[src/rtl/core/iiel_pkg.sv]
`timescale 1ns / 1ps
`default_nettype none

package iiel_pkg;

    localparam int FUNC_W  = 3;
    localparam int INDEX_W = 7;
    localparam int WORD_W  = 32;
    localparam int COUNT_W = 7;

    // Operation codes carried in the func field of a request beat.
    typedef enum logic [FUNC_W-1:0] {
        FUNC_GET        = 3'd0,
        FUNC_SET        = 3'd1,
        FUNC_ADD_BACK   = 3'd2,
        FUNC_POP_BACK   = 3'd3,
        FUNC_PUSH_FRONT = 3'd4,
        FUNC_DROP_FRONT = 3'd5,
        FUNC_INSERT     = 3'd6,
        FUNC_ERASE      = 3'd7
    } func_t;

    // What every cell of the row does at the next clock edge.
    typedef enum logic [1:0] {
        CELL_HOLD,
        CELL_LOAD,
        CELL_INSERT,
        CELL_ERASE
    } cell_op_t;

    typedef struct packed {
        cell_op_t          op;
        logic [WORD_W-1:0] word;
    } cell_cmd_t;

    typedef struct packed {
        logic [FUNC_W-1:0]         func;
        logic [INDEX_W-1:0]        index;
        logic signed [WORD_W-1:0]  value;
    } req_beat_t;

    typedef struct packed {
        logic signed [WORD_W-1:0]  read_value;
        logic                      ok;
        logic [COUNT_W-1:0]        count;
    } rsp_beat_t;

endpackage

`default_nettype wire

[src/rtl/core/iiel_cell.sv]
`timescale 1ns / 1ps
`default_nettype none

module iiel_cell #(
    parameter int PW  = 7,
    parameter int POS = 0
) (
    input  wire logic                       clk,
    input  wire iiel_pkg::cell_cmd_t        cmd,
    input  wire logic [PW-1:0]              pos,
    input  wire logic [iiel_pkg::WORD_W-1:0] left_word,
    input  wire logic [iiel_pkg::WORD_W-1:0] right_word,
    output logic      [iiel_pkg::WORD_W-1:0] word,
    output logic      [iiel_pkg::WORD_W-1:0] hit_word
);
    import iiel_pkg::*;

    localparam logic [PW-1:0] POS_V = PW'(POS);

    logic [WORD_W-1:0] word_reg;
    logic [WORD_W-1:0] word_next;

    // Each cell decides from the broadcast position where its next word comes from.
    always_comb
    begin
        word_next = word_reg;
        case (cmd.op)
            CELL_LOAD:
            begin
                if (POS_V == pos)
                begin
                    word_next = cmd.word;
                end
            end
            CELL_INSERT:
            begin
                if (POS_V > pos)
                begin
                    word_next = left_word;
                end
                else if (POS_V == pos)
                begin
                    word_next = cmd.word;
                end
            end
            CELL_ERASE:
            begin
                if (POS_V >= pos)
                begin
                    word_next = right_word;
                end
            end
            default:
            begin
                word_next = word_reg;
            end
        endcase
    end

    always_ff @(posedge clk)
    begin
        word_reg <= word_next;
    end

    assign word     = word_reg;
    assign hit_word = (POS_V == pos) ? word_reg : '0;

endmodule

`default_nettype wire

[config.mk]
export PLATFORM = sky130hd
export DESIGN_NAME = iiel_cell
export DESIGN_NICKNAME = d
export VERILOG_FILES = /design/src/rtl/core/iiel_pkg.sv /design/src/rtl/core/iiel_cell.sv
export SDC_FILE = /design/constraint.sdc
export NUM_CORES = 1
export LEC_CHECK = 0
export BUFFER_PORTS_ARGS = -buffer_cell sky130_fd_sc_hd__buf_2
export CELL_PAD_IN_SITES_DETAIL_PLACEMENT = 1
export CELL_PAD_IN_SITES_GLOBAL_PLACEMENT = 1
export CORE_UTILIZATION = 29
export DETAILED_ROUTE_END_ITERATION = 7
export PLACE_DENSITY = 0.89
export SLEW_MARGIN = 15
export SYNTH_ARGS = -nofsm -noshare
export SYNTH_HDL_FRONTEND = slang
export SYNTH_SLANG_ARGS = --single-unit
[constraint.sdc]
create_clock -name clk -period 8.1 [get_ports clk]
set_clock_uncertainty 0.2 [all_clocks]
set_input_delay 1.215 -clock clk [delete_from_list [all_inputs] [get_ports clk]]
set_output_delay 1.215 -clock clk [all_outputs]
set_load 0.02 [all_outputs]
# Word level (Yosys, flattened, before mapping)
# Index checks and enable logic that the tools add are counted.
dict set report op_classes {
  magnitude_cmp 2
  n_eq_ne 4
  n_mux 5
  n_reduce_logical 3
}
# operator n
set ops {}
lappend ops {{32-bit 2-to-1 mux} 4}
lappend ops {{32-bit case mux with 3 select lines} 1}
lappend ops {{1-bit by 7-bit >= comparator with 1-bit output, first input constant} 1}
lappend ops {{1-bit by 7-bit > comparator with 1-bit output, first input constant} 1}
lappend ops {{7-bit logical NOT} 1}
lappend ops {{2-bit == test, second input constant} 2}
lappend ops {{3-bit nonzero test} 1}
lappend ops {{2-bit by 1-bit == test with 1-bit output, second input constant} 1}
lappend ops {{2-bit != test, second input constant} 1}
lappend ops {{2-bit AND reduction} 1}
dict set report totals {
  reg_bits 32
  inputBits 106
  output_inout_bits 64
  word_cells 15
}

# Longest topological paths before layout
dict set report depth {
  word_depth 4
  mapped_depth 6
}

# Worst setup path after synthesis
# Ideal clock, no wire load.
dict set report synth_path {
  path_type {input-to-reg}
  startpoint {input pos[3]}
  endpoint {register word_reg[0], in the netlist word[0], enable pin}
  t_arrival_ps 3348
  setup_slack_ps 4152
  cell_stages 6
  n_path_buf 3
  cell_sequence {or4_1 buf_2 or2_1 buf_6 buf_6 a21oi_2}
}
dict set report synth_via {
  elab_chain_cells 3
}
# element line
set synth_rtl {}
lappend synth_rtl {{start, declared} iiel_cell.sv:10} ;# input wire logic [PW-1:0] pos,
lappend synth_rtl {{1-bit by 7-bit >= comparator with 1-bit output} iiel_cell.sv:48} ;# if (POS_V >= pos)
lappend synth_rtl {{2-bit != test (no line)} --}
lappend synth_rtl {{2-bit AND reduction (no line)} --}
lappend synth_rtl {{end signal, assigned} iiel_cell.sv:62} ;# word_reg <= word_next;
lappend synth_rtl {{end, declared} iiel_cell.sv:20} ;# logic [WORD_W-1:0] word_reg;
# No other way between the ends.
# A chain may end at the register's enable or synchronous reset.

# Worst setup path in the final report
dict set report layout_path {
  startpoint {input pos[3]}
  endpoint {output hit_word[6] (netlist bit)}
}
dict set report layout_via {
  elab_chain_cells 2
}
# element line
set layout_rtl {}
lappend layout_rtl {{7-bit logical NOT} iiel_cell.sv:66} ;# assign hit_word = (POS_V == pos) ? word_reg : '0;
lappend layout_rtl {{32-bit 2-to-1 mux} iiel_cell.sv:66}
lappend layout_rtl {{end, declared} iiel_cell.sv:14} ;# output logic [iiel_pkg::WORD_W-1:0] hit_word
# No other way between the ends.

==> metrics.md <==
| Metric | Value |
|---|---|
| Status | completed |
| Final period utilization | about three fifths |
| Setup Buffers After CTS | 0 |
| Setup violations, final | 0 |
| Iter 0 DRT Violations | a little over 60 |
| Post-synthesis simple-gate area fraction | 20.6% |
| Final hold viol count | 0 |
| Mux cell area share after synthesis | 0% |
| Gp weighted congestion | ~0.80 |
| RSZ-0062 raised after global routing | false |
| Die span in y | 87.1 µm |
| Standard-cell rows | 30 |
| Post-CTS Hold Buffers | 0 |
| Wire per inst | approximately 16 µm |
| Worst Hold Slack | between 0.4 and 0.5 ns |
| Number of buffers inserted by port buffering | about 140 |
| Top Ports | 170 |
| Area delta synth->final | 39.4% |
| Crit end category | output port |
| Period minus WS final | between 4 and 5 ns |
| Pwr dens | approximately 150 nW/µm² |
| Dpl cells | 441 |
| Slew Limit Fails | 0 |
| Dpl cell area | roughly 2800 µm² |
| Worst hold path cell count | 2 |
| Compound-Gate Fraction of Synth Area | ~28% |
| Initial antenna violation count | 0 |
| Crit path arrival time | roughly 3.4 ns |
| Sequential area share after synthesis | a little under half |
| Final Instance Count excl. Fillers | about 450 |
| Pre-CTS WS | about 3.3 ns |
| Cell variety after synth | 18 |
| Design area | around 3000 µm² |
| CTS tree | done |
| Clock Sinks | 32 |
| Core Util, Final | a little over two fifths |
| Clk pin slew, worst setup/hold paths | ~0.060 ns |
| DRC | 0 |
| Worst-Skew Late Latency | around 0.27 ns |
| Final TNS setup | 0 ns |
| VDD IR max | just under 0.05 mV |
| CP max FO | 34 |
| Req. time, crit path | about 6.7 ns |
| Maximum clock path buffer count | 2 |
| Antenna cells | 0 |
| Most frequent cells in the layout | buf_2 (137), nand2_1 (34), and2_1 (33), edfxtp_1 (32), o211ai_1 (25) |
| Worst Hold End | word[9] |
| Worst r2r src | word[12] |
| Syn Inst Count | roughly 230 |
| Die area | around 7600 µm² |
| TritonRoute pass-1 iters | 4 |
| Largest family of logic cells by synthesized area | compound AO/OA/AOI/OAI gates |
| Commonest non-fill, non-tap cell in the layout | buf_2 |
| Worst Tran Pin Value | 1.08 ns |
| Yosys reg bits | 32 |
| Ys Warns | 0 |
| Synth Net Count | around 330 |
| Starting Density | between 30% and 40% |
| Xor/xnor cell area share of the yosys netlist | 0% |
| Max cap viols | 0 |
| Critical setup path kind | input pin to output port |
| Antenna-violating nets left | 0 |
| Cts bufs inserted | 5 |
| Final Total Pwr | between 400 and 500 µW |
| Post-Syn Area | 2100 µm² |
| Average size of a mapped cell | 9.20 µm² |
| Final worst setup slack | around 3.3 ns |
| Routed vias/inst | around 5.1 |
| CTS H-tree depth | 2 |
| Nets | approximately 460 |
| Total GRT Usage | 19.5% |
| Largest net degree at the start of global routing | 50 |
| Static Leakage | between 1 and 1.5 nW |
| Share of cells above drive strength 1 | a little under half |
| HP Class | register to register |
| Max FFs per register | 32 |
| F_max | about 0.21 GHz |
| Synth Area in Adders | 0% |
| GR Overflow Total | 0 |
| Slew margin rel. | ~28% |
| Core ar. | 6910 µm² |
| Kind of start point of the critical path | input pin |
| First-pass GRT wire length | 11.5 mm |
| Vias in the first global route | 2349 |
| DP HPWL | just over 5 mm |
| R2R Path End | word[12] |
| Root buffer cell | clkbuf_8 |
| Die width | between 80 and 90 µm |
| Post_cts resized | 0 |
| Worst reg-to-reg path cell count | 2 |
| Via count | approximately 2300 |
| Hold Crit Start | word[9] |
| R2R setup slack | 6.93 ns |
| Total routed wirelength | slightly above 7 mm |
## cells by family (layout without fill, tap and decap cells)
logic type / count (synthesis) / in the layout
compound gates: 80 / 80
buf+inv: 26 / 150
flops: 32 / 32
simple gates: 90 / 90
## worst max-delay path, cell delays in order
cell and delay, ns:
buf_2 0.12, or4_1 0.52, buf_4 0.27, nor2_2 0.85, and2_1 0.23, buf_2 0.17
## worst max path at each step
stage               depth (start not counted)  slack (ns)  startpoint      endpoint
floorplan                                   6        4.15      pos[3]       word[0]
global placement                            6        3.32      pos[3]   hit_word[6]
detailed placement                          6        3.27      pos[3]  hit_word[19]
CTS                                         6        3.26      pos[3]  hit_word[19]
global route                                6        3.15      pos[3]  hit_word[19]
finish                                      6        3.30      pos[3]   hit_word[6]
## synth_stat cells (all sizes together)
library cell / count / area (µm²)
edfxtp: 32 / 961
o21ai: 15 / 75.1
buf: 4 / 32.5
nor4: 1 / 6.26
nand2: 35 / 131
inv: 1 / 3.75
a21oi: 16 / 83.8
or4: 1 / 7.51
a41oi: 15 / 131
o211ai: 34 / 300
nor2: 18 / 67.6
and2: 33 / 206
clkbuf: 21 / 78.8
or3: 1 / 6.26
or2: 1 / 6.26
## area by class of cell
type | count | area, µm²
inverters | 1 | 3.75
flip-flops and latches | 32 | 961
clock buffers | 5 | 68.8
well taps | 96 | 120
multi-input cells | 170 | 1040
fillers | 885 | 3980
clock inverters | 2 | 7.51
repair buffers | 142 | 723
## power by group
| group | switching (mW) | total [mW] | internal [mW] |
|---|---|---|---|
| combinational | 0.0690 | 0.112 | 0.0428 |
| sequential | 0.0127 | 0.220 | 0.207 |
| clock | 0.0567 | 0.113 | 0.0567 |
## metal layers
layer	wire [µm]	global-route usage (%)	up-vias	part of all wire, %
met5	0	0	-	0
met4	21	4.85	0	0.29
met3	377	3.22	2	5.2
met2	3900	37.2	78	54
met1	2930	22.3	1127	41
li1	-	-	1089	-
No activity file was read; power rests on OpenSTA's default activity.
